===== src/rtl/gpg_pkg.sv =====
`timescale 1ns / 1ps
// ----------------------------------------------------------------------------
// gpg_pkg
// Shared constants, types and helper functions of the grid pattern pixel
// generator: field widths, register indexes, clamps and the remainder step.
// ----------------------------------------------------------------------------
package gpg_pkg;

  // Largest image size and cell count the datapath is sized for.
  localparam int MAX_DIM   = 4096;
  localparam int MAX_CELLS = 256;

  // Interface field widths.
  localparam int COORD_W    = 12;
  localparam int DIM_CFG_W  = 13;
  localparam int CELL_CFG_W = 9;
  localparam int THICK_W    = 16;
  localparam int COLOR_W    = 24;
  localparam int CHAN_W     = 8;
  localparam int CFG_IDX_W  = 3;
  localparam int CFG_DATA_W = 24;

  // Datapath widths.
  localparam int D_W        = $clog2(MAX_DIM);          // divisor, dim - 1
  localparam int C_W        = $clog2(MAX_CELLS + 1);    // clamped cell count
  localparam int P_W        = COORD_W + C_W;            // coordinate * cells
  localparam int DIV_STAGES = 3;
  localparam int DIV_BITS   = (P_W + DIV_STAGES - 1) / DIV_STAGES;
  localparam int PAD_W      = DIV_STAGES * DIV_BITS;
  localparam int L_W        = THICK_W + D_W;            // thickness * divisor
  localparam int NUM_STAGES = DIV_STAGES + 2;           // multiply, divide, output

  // Register reset values.
  localparam logic [DIM_CFG_W-1:0]  RST_IMAGE_WIDTH    = 13'd256;
  localparam logic [DIM_CFG_W-1:0]  RST_IMAGE_HEIGHT   = 13'd256;
  localparam logic [CELL_CFG_W-1:0] RST_CELL_COLUMNS   = 9'd8;
  localparam logic [CELL_CFG_W-1:0] RST_CELL_ROWS      = 9'd8;
  localparam logic [THICK_W-1:0]    RST_LINE_THICKNESS = 16'd3277;
  localparam logic [COLOR_W-1:0]    RST_FILL_COLOR     = 24'hFFFFFF;
  localparam logic [COLOR_W-1:0]    RST_GRID_COLOR     = 24'h000000;

  typedef enum logic [CFG_IDX_W-1:0] {
    REG_IMAGE_WIDTH    = 3'd0,
    REG_IMAGE_HEIGHT   = 3'd1,
    REG_CELL_COLUMNS   = 3'd2,
    REG_CELL_ROWS      = 3'd3,
    REG_LINE_THICKNESS = 3'd4,
    REG_FILL_COLOR     = 3'd5,
    REG_GRID_COLOR     = 3'd6
  } cfg_reg_t;

  // Per-axis settings, already clamped.
  typedef struct packed {
    logic [D_W-1:0]     d;
    logic [C_W-1:0]     cells;
    logic [THICK_W-1:0] thick;
  } axis_cfg_t;

  // Clamp an image size to [2, MAX_DIM] and return size - 1.
  function automatic logic [D_W-1:0] clamp_div(logic [DIM_CFG_W-1:0] v);
    logic [D_W-1:0] res;
    if (v < DIM_CFG_W'(2)) begin
      res = D_W'(1);
    end else if (32'(v) > 32'(MAX_DIM)) begin
      res = D_W'(MAX_DIM - 1);
    end else begin
      res = D_W'(v - DIM_CFG_W'(1));
    end
    return res;
  endfunction

  // Clamp a cell count to [1, MAX_CELLS].
  function automatic logic [C_W-1:0] clamp_cells(logic [CELL_CFG_W-1:0] v);
    logic [C_W-1:0] res;
    if (v == '0) begin
      res = C_W'(1);
    end else if (32'(v) > 32'(MAX_CELLS)) begin
      res = C_W'(MAX_CELLS);
    end else begin
      res = C_W'(v);
    end
    return res;
  endfunction

  // Restoring remainder over DIV_BITS dividend bits, most significant first.
  // rem must already be below d.
  function automatic logic [D_W-1:0] div_step(logic [D_W-1:0]      rem,
                                              logic [DIV_BITS-1:0] bits,
                                              logic [D_W-1:0]      d);
    logic [D_W:0]   acc;
    logic [D_W-1:0] r;
    r = rem;
    for (int i = DIV_BITS - 1; i >= 0; i--) begin
      acc = {r, bits[i]};
      if (acc >= {1'b0, d}) begin
        acc = acc - {1'b0, d};
      end
      r = acc[D_W-1:0];
    end
    return r;
  endfunction

endpackage


===== src/rtl/gpg_axis.sv =====
`timescale 1ns / 1ps
// ----------------------------------------------------------------------------
// gpg_axis
// One axis of the grid test: position * cells, remainder by (dim - 1) over
// a pipelined restoring divider, then the edge distance test against the
// line thickness.
// ----------------------------------------------------------------------------
module gpg_axis import gpg_pkg::*; (
  input  logic                  clk,
  input  logic [DIV_STAGES:0]   load,
  input  logic [COORD_W-1:0]    pos,
  input  axis_cfg_t             cfg,
  output logic                  near
);

  logic [P_W-1:0]   prod;
  logic [PAD_W-1:0] prod_q [DIV_STAGES];
  logic [D_W-1:0]   rem_q  [DIV_STAGES];
  logic [L_W-1:0]   lim_q;
  logic [D_W-1:0]   rem_f;
  logic [D_W-1:0]   rem_c;

  assign prod = pos * cfg.cells;

  // User changes settings only when idle (unenforced). lim_q loads each cycle.
  always_ff @(posedge clk) begin
    lim_q <= cfg.thick * cfg.d;
  end

  always_ff @(posedge clk) begin
    if (load[0]) begin
      prod_q[0] <= PAD_W'(prod);
    end
  end

  for (genvar k = 0; k < DIV_STAGES; k++) begin : g_div
    logic [D_W-1:0] rem_in;
    if (k == 0) begin : g_first
      assign rem_in = '0;
    end else begin : g_rest
      assign rem_in = rem_q[k-1];
    end

    always_ff @(posedge clk) begin
      if (load[k+1]) begin
        rem_q[k] <= div_step(rem_in, prod_q[k][PAD_W-1-k*DIV_BITS -: DIV_BITS], cfg.d);
      end
    end

    if (k < DIV_STAGES - 1) begin : g_carry
      always_ff @(posedge clk) begin
        if (load[k+1]) begin
          prod_q[k+1] <= prod_q[k];
        end
      end
    end
  end

  // Distance to the low edge is rem, to the high edge d - rem (never zero).
  assign rem_f = rem_q[DIV_STAGES-1];
  assign rem_c = cfg.d - rem_f;
  assign near  = ({rem_f, {THICK_W{1'b0}}} < lim_q) ||
                 ({rem_c, {THICK_W{1'b0}}} < lim_q);

endmodule


===== src/rtl/grid_pattern_pixel_generator.sv =====
`timescale 1ns / 1ps
// ----------------------------------------------------------------------------
// grid_pattern_pixel_generator
// Grid line test pattern: one pixel coordinate in, one RGB color out.
// ----------------------------------------------------------------------------
// Usage:
//   Coordinate channel: column and row travel with coord_valid; a beat is
//   taken on a rising edge with coord_valid high and coord_stall low.
//   Color channel: red, green, blue and on_line travel with color_valid; the
//   receiver takes a beat when it holds color_stall low.
//   Throughput: one pixel per clock, with no gaps, while color_stall is low.
//   Pipeline: a coordinate beat reaches the color beat through one stage
//   for the coordinate * cell count product, three stages of a restoring
//   remainder unit (7 dividend bits each), one stage for the edge compare
//   and color select that also serves as the output register.
//   Stall: each stage holds while the one after it is full and stalled, so
//   bubbles collapse; coord_stall rises only when all five stages are full
//   and the receiver stalls. Nothing is dropped or repeated.
//   Configuration: cfg_write with cfg_index and cfg_data writes one register
//   at a rising edge; write only while no pixel is in flight. Unknown
//   indexes are ignored.
//   Reset: rst (synchronous, active high) empties the pipeline and loads the
//   default settings: 256 x 256 image, 8 x 8 cells, thickness 3277/65536,
//   white fill and black lines.
// ----------------------------------------------------------------------------
module grid_pattern_pixel_generator import gpg_pkg::*; (
  input  logic                  clk,
  input  logic                  rst,
  // configuration
  input  logic                  cfg_write,
  input  logic [CFG_IDX_W-1:0]  cfg_index,
  input  logic [CFG_DATA_W-1:0] cfg_data,
  // coordinate channel
  input  logic                  coord_valid,
  output logic                  coord_stall,
  input  logic [COORD_W-1:0]    column,
  input  logic [COORD_W-1:0]    row,
  // color channel
  output logic                  color_valid,
  input  logic                  color_stall,
  output logic [CHAN_W-1:0]     red,
  output logic [CHAN_W-1:0]     green,
  output logic [CHAN_W-1:0]     blue,
  output logic                  on_line
);

  localparam int LAST = NUM_STAGES - 1;

  // Settings registers.
  logic [DIM_CFG_W-1:0]  image_width;
  logic [DIM_CFG_W-1:0]  image_height;
  logic [CELL_CFG_W-1:0] cell_columns;
  logic [CELL_CFG_W-1:0] cell_rows;
  logic [THICK_W-1:0]    line_thickness;
  logic [COLOR_W-1:0]    fill_color;
  logic [COLOR_W-1:0]    grid_color;

  // Pipeline control.
  logic [NUM_STAGES-1:0] stage_valid;
  logic [NUM_STAGES-1:0] stage_ready;
  logic [NUM_STAGES-1:0] src_valid;
  logic [NUM_STAGES-1:0] load;

  axis_cfg_t   cfg_x;
  axis_cfg_t   cfg_y;
  logic        near_x;
  logic        near_y;
  logic        line_hit;
  logic [COLOR_W-1:0] color_sel;

  // Decode register writes; drop unknown indexes.
  always_ff @(posedge clk) begin
    if (rst) begin
      image_width    <= RST_IMAGE_WIDTH;
      image_height   <= RST_IMAGE_HEIGHT;
      cell_columns   <= RST_CELL_COLUMNS;
      cell_rows      <= RST_CELL_ROWS;
      line_thickness <= RST_LINE_THICKNESS;
      fill_color     <= RST_FILL_COLOR;
      grid_color     <= RST_GRID_COLOR;
    end else if (cfg_write) begin
      unique case (cfg_index)
        REG_IMAGE_WIDTH:    image_width    <= cfg_data[DIM_CFG_W-1:0];
        REG_IMAGE_HEIGHT:   image_height   <= cfg_data[DIM_CFG_W-1:0];
        REG_CELL_COLUMNS:   cell_columns   <= cfg_data[CELL_CFG_W-1:0];
        REG_CELL_ROWS:      cell_rows      <= cfg_data[CELL_CFG_W-1:0];
        REG_LINE_THICKNESS: line_thickness <= cfg_data[THICK_W-1:0];
        REG_FILL_COLOR:     fill_color     <= cfg_data[COLOR_W-1:0];
        REG_GRID_COLOR:     grid_color     <= cfg_data[COLOR_W-1:0];
        default: ;
      endcase
    end
  end

  // Clamp sizes and cell counts before they reach the axis datapaths.
  assign cfg_x = '{d: clamp_div(image_width), cells: clamp_cells(cell_columns),
                   thick: line_thickness};
  assign cfg_y = '{d: clamp_div(image_height), cells: clamp_cells(cell_rows),
                   thick: line_thickness};

  // A stage may load when it is empty or its own contents move on.
  always_comb begin
    stage_ready[LAST] = !stage_valid[LAST] || !color_stall;
    for (int k = LAST - 1; k >= 0; k--) begin
      stage_ready[k] = !stage_valid[k] || stage_ready[k+1];
    end
  end

  assign src_valid   = {stage_valid[LAST-1:0], coord_valid};
  assign load        = stage_ready & src_valid;
  assign coord_stall = !stage_ready[0];

  // Advance valid bits alongside the data.
  always_ff @(posedge clk) begin
    if (rst) begin
      stage_valid <= '0;
    end else begin
      for (int k = 0; k < NUM_STAGES; k++) begin
        if (stage_ready[k]) begin
          stage_valid[k] <= src_valid[k];
        end
      end
    end
  end

  gpg_axis u_axis_x (
    .clk  (clk),
    .load (load[DIV_STAGES:0]),
    .pos  (column),
    .cfg  (cfg_x),
    .near (near_x)
  );

  gpg_axis u_axis_y (
    .clk  (clk),
    .load (load[DIV_STAGES:0]),
    .pos  (row),
    .cfg  (cfg_y),
    .near (near_y)
  );

  // Pick the color and hold it in the output register.
  assign line_hit  = near_x || near_y;
  assign color_sel = line_hit ? grid_color : fill_color;

  always_ff @(posedge clk) begin
    if (load[LAST]) begin
      red     <= color_sel[23:16];
      green   <= color_sel[15:8];
      blue    <= color_sel[7:0];
      on_line <= line_hit;
    end
  end

  assign color_valid = stage_valid[LAST];

  // The input stalls only with every stage full and the receiver stalled.
  a_stall_full: assert property (@(posedge clk) disable iff (rst)
    coord_stall |-> (&stage_valid && color_stall))
    else $error("coordinate stall with pipeline not full");

  // An accepted coordinate occupies the first stage next cycle.
  a_accept_lands: assert property (@(posedge clk) disable iff (rst)
    (coord_valid && !coord_stall) |=> stage_valid[0])
    else $error("accepted beat missing from first stage");

  // A taken result with an empty stage behind it leaves the output empty.
  a_bubble_drains: assert property (@(posedge clk) disable iff (rst)
    (color_valid && !color_stall && !stage_valid[LAST-1]) |=> !color_valid)
    else $error("result repeated after delivery");

  // Reset empties the pipeline.
  a_reset_empty: assert property (@(posedge clk)
    rst |=> (stage_valid == '0))
    else $error("pipeline not empty after reset");

endmodule


===== config.mk =====
export PLATFORM = sky130hd
export DESIGN_NAME = grid_pattern_pixel_generator
export DESIGN_NICKNAME = d
export VERILOG_FILES = /design/src/rtl/gpg_pkg.sv /design/src/rtl/gpg_axis.sv /design/src/rtl/grid_pattern_pixel_generator.sv
export SDC_FILE = /design/constraint.sdc
export NUM_CORES = 2
export LEC_CHECK = 0
export ABC_AREA = 1
export BUFFER_PORTS_ARGS = -buffer_cell sky130_fd_sc_hd__buf_2
export CORE_MARGIN = 5
export CORE_UTILIZATION = 40
export CTS_CLUSTER_DIAMETER = 60
export DETAILED_ROUTE_END_ITERATION = 8
export PLACE_DENSITY = 0.57
export SYNTH_ARGS = -nofsm -noshare
export SYNTH_HDL_FRONTEND = slang
export SYNTH_SLANG_ARGS = --single-unit

===== constraint.sdc =====
create_clock -name clk -period 32.5 [get_ports clk]
set_input_delay 1.625 -clock clk [delete_from_list [all_inputs] [get_ports clk]]
set_output_delay 1.625 -clock clk [all_outputs]
set_load 0.005 [all_outputs]

==> results <==
- Setup violations remaining at the end of the flow were counted as 0.
- The die width is 389.4 um.
- The global-route usage over all layers is 21.48%.
- For hold timing, the worst endpoint is u_axis_x.prod_q[0][32].
- The final global-route overflow total is 0.
- The endpoint identified for the worst register-to-register timing path is u_axis_y.rem_q[0][14].
- The area overhead of the layout relative to synthesis is 7.573%.
- Data arrives at the worst endpoint at 19.24 ns.
- Counting flops with a built-in enable in the synthesized netlist gives 181.
- The via count of the first global-routing pass is 49,550.
- The worst max-slew margin expressed relative to the limit is 20.18%.
- The flop and latch count out of synthesis is 350.
- STA classifies the critical path endpoint as a register.
- The via count is 50,870.
- In the synthesized netlist the dominant register cell turns out to be sky130_fd_sc_hd__edfxtp_1.
- The worst-case clock buffer depth is 3.
- The initial antenna violation count came to 11.
- The maximum frequency from static timing analysis is 0.05304 GHz.
- Ranked by total cell area, the synthesized netlist is headed by sky130_fd_sc_hd__ha_1 17%, sky130_fd_sc_hd__fa_1 16%, sky130_fd_sc_hd__nand2_1 13%.
- The worst hold path was traced through 0 stages.
- The later-pin clock latency in the skew report is 0.67 ns.
- The worst path uses 58.02% of the clock period.
- The kind of cell with the highest combined delay on the critical path is simple AND/OR/NAND/NOR gates.
- The number of remaining DRC errors is 0.
- The hold buffer count at CTS is 0.
- In the final layout, flip-flops and latches occupy 0.008818 sq mm.
- The number of rows created at floorplan is 139.
- Routability-driven placement finished with a final weighted congestion of 0.8858.
- Summed over all layers, the routed wires come to 165.5 mm.
- The clock drives 350 sinks.
- The post-route non-filler standard cell count is 9,901.
- The worst hold path belongs to the class reg -> reg.
- The detail-routed net length per standard cell is 16.71 um.
- The run finished with clean final reports.
- The unique cell type count in the Yosys netlist is 60.
- The category of the most critical setup path is reg -> reg.
- Before antenna repair, the detailed router went through 6 iterations.
- The number of max-slew violations in the final report is 0.
- The origin of the critical flop-to-flop path is image_height[3].
- The full die area is 0.1516 sq mm.
- The share of the synthesized area in the top cell type is 16.73%.
- Summing all multi-input logic gate instances after layout gives 0.04302 sq mm.
- The critical path buffer and inverter count is 9.
- The initial cell density of the core is 40.18%.
- Entering global routing, the biggest net connects 109 pins.
- For the final database, setup skew stands at 0.04786 ns.
- The worst reg-to-reg setup slack is 13.64 ns.
- The first global-routing pass estimated 265.0 mm of wire.
- For the worst setup path, the data required time is 32.89 ns.
- The synthesized design spends more area on one cell type than any other, namely sky130_fd_sc_hd__ha_1.
- The maximum net fanout on the critical path is 28.
- Including well taps, the total number of placed cells is 9,799.
- During placement, the flow inserted port buffers numbering 82.
- Setup repair after global routing left no endpoint under its margin.
- The clock tree synthesis step divided the H-tree into 2 levels.
- The CTS buffer count is 52.
- The net total in the final layout is 9,240.
- Clock-pin slew was measured on the worst setup and hold paths at 0.06 ns.
- The most common cell in the synthesized netlist is sky130_fd_sc_hd__nand2_1.
- The number of instances in the synthesized netlist is 7,924.
- The post-cts resize count is 0.
- In the synthesized netlist the async set-or-reset flop fraction comes to 0%.
- The share of synthesized area occupied by flip-flops and latches is 15.31%.
- Among all stages on the critical path, the largest delay is contributed by sky130_fd_sc_hd__buf_4.
- The number of max-cap violations is 0.
- Sorting the synthesized cells by how often they occur yields 1,953 x sky130_fd_sc_hd__nand2_1, 1,306 x sky130_fd_sc_hd__inv_1, 770 x sky130_fd_sc_hd__ha_1, 561 x sky130_fd_sc_hd__nor2_1, 524 x sky130_fd_sc_hd__a21oi_1.
- The total standard cell area after synthesis is 0.05758 sq mm.
- The via density per instance is 5.138.
- The most numerous cell type found on the critical path is sky130_fd_sc_hd__nand2_1.
- The sum of net half-perimeters after detailed placement is 130.1 mm.
- The floorplan step defined a core boundary enclosing 0.1433 sq mm.
- CTS placed an instance of sky130_fd_sc_hd__clkbuf_16 at the clock tree root.
- The number of nets produced by synthesis is 9,214.
- In this design, the stage delay of the slowest critical-path cell is 0.55 ns.
- The worst register-to-register path has a depth of 106.
- The smallest clock period supported by the final layout is computed as 18.86 ns.
- After filler insertion, the fill cell instance count of the layout stands at 14,820.
- The final-report hold violation count was 0.
- The detail route stage leaves a number of antenna-violating nets equal to 0.
- The first routing iteration left 3,116 violations.
- At the pin with the least slew margin, the transition time is 1.196 ns.
- The type of origin of the critical path is a register.
- Cells with a size suffix above 1 make up 5.280% of the layout.
- The total negative setup slack is 0 ns.
- The number of warnings printed during yosys synthesis is 0.
- The worst hold path begins at u_axis_x.prod_q[0][11].
- TritonCTS built the clock tree.
- The mean area per synthesized cell is 7.267 sq um.
- From bottom edge to top edge, the die measures 389.4 um.
- Post-CTS timing repair inserted 0 buffers for setup.
- Pin placement for this block handled 83 I/O pins.
layout make-up:
type | count | area share, %
Multi-Input combinational cell | 6068 | 69.45
Sequential cell | 350 | 14.24
Inverter | 1341 | 8.130
Tap cell | 1903 | 3.844
Clock buffer | 56 | 2.141
Timing Repair Buffer | 137 | 1.349
Clock inverter | 41 | 0.8302
Antenna cell | 5 | 0.02020
worst max path at each step:
stage                                from                     to  slack [ns]  depth (start not counted)
final                     image_height[3]  u_axis_y.rem_q[0][14]       13.64                        106
after global routing      image_height[3]  u_axis_y.rem_q[0][22]       11.27                        105
after CTS                 image_height[3]  u_axis_y.rem_q[0][14]       13.78                        106
after detailed placement  image_height[3]  u_axis_y.rem_q[0][14]       13.85                        106
after global placement     image_width[9]  u_axis_x.rem_q[0][24]       14.16                        102
after floorplan           image_height[7]  u_axis_y.rem_q[0][28]       16.68                        105
routing by layer:
metal	share of wire, %	global-route usage [%]
met2	45	35.05
met1	48	30.76
met4	1.5	3.364
met5	0.0097	0
met3	5.5	3.125
cells in the final DEF (no fill, tap or decap), drive strengths merged, types with 181 or more instances in the layout:
cell / instances
nand2: 1994
inv: 1346
ha: 770
nor2: 581
a21oi: 527
fa: 464
o21ai: 428
nand3: 383
xor2: 295
edfxtp: 181
flip-flops by register name, indices dropped and copies added (netlist names):
name / flops
stage_valid: 5
u_axis_x.lim_q: 28
u_axis_x.prod_q: 42
image_height: 13
image_width: 13
u_axis_y.lim_q: 28
line_thickness: 16
on_line: 1
u_axis_x.rem_q: 36
blue: 8
green: 8
red: 8
fill_color: 24
cell_columns: 9
cell_rows: 9
u_axis_y.prod_q: 42
u_axis_y.rem_q: 36
grid_color: 24
through the flow:
step	area, sq um	util (%)	setup WS (ns)	hold slack (ns)
global route	61930	43.22	11.27	0.4299
finish	61940	43.22	13.64	0.4179
floorplan	57580	-	16.68	0.4003
detailed placement	60090	41.93	13.85	0.4045
global placement	60090	41.93	14.16	0.4007
CTS	61930	43.21	13.78	0.4170
worst register-to-register path, delay by kind of cell (launching register included):
family / cells / cell delay (ns)
flip-flops: 1 / 0.35
AND/OR/NAND/NOR: 59 / 7.92
buffers and inverters: 9 / 2.37
adder cells (fa/ha/maj): 7 / 2.31
AO/OA/AOI/OAI: 31 / 5.62
kinds of logic (layout without fill, tap and decap cells):
group | count (synthesis) | after routing | synth area share [%]
DFF | 350 | 350 | 15.31
other | 0 | 5 | 0
and+or+nand+nor | 3174 | 3174 | 23.18
buffers and inverters | 1506 | 1575 | 10.10
xor gates and xnor gates | 441 | 441 | 6.708
AOI/OAI and AO/OA | 1219 | 1219 | 11.84
adders and majority gates | 1234 | 1234 | 32.86
Power is not shown: default switching activity piles up to over one toggle a cycle in this logic, so the estimate is an artifact.
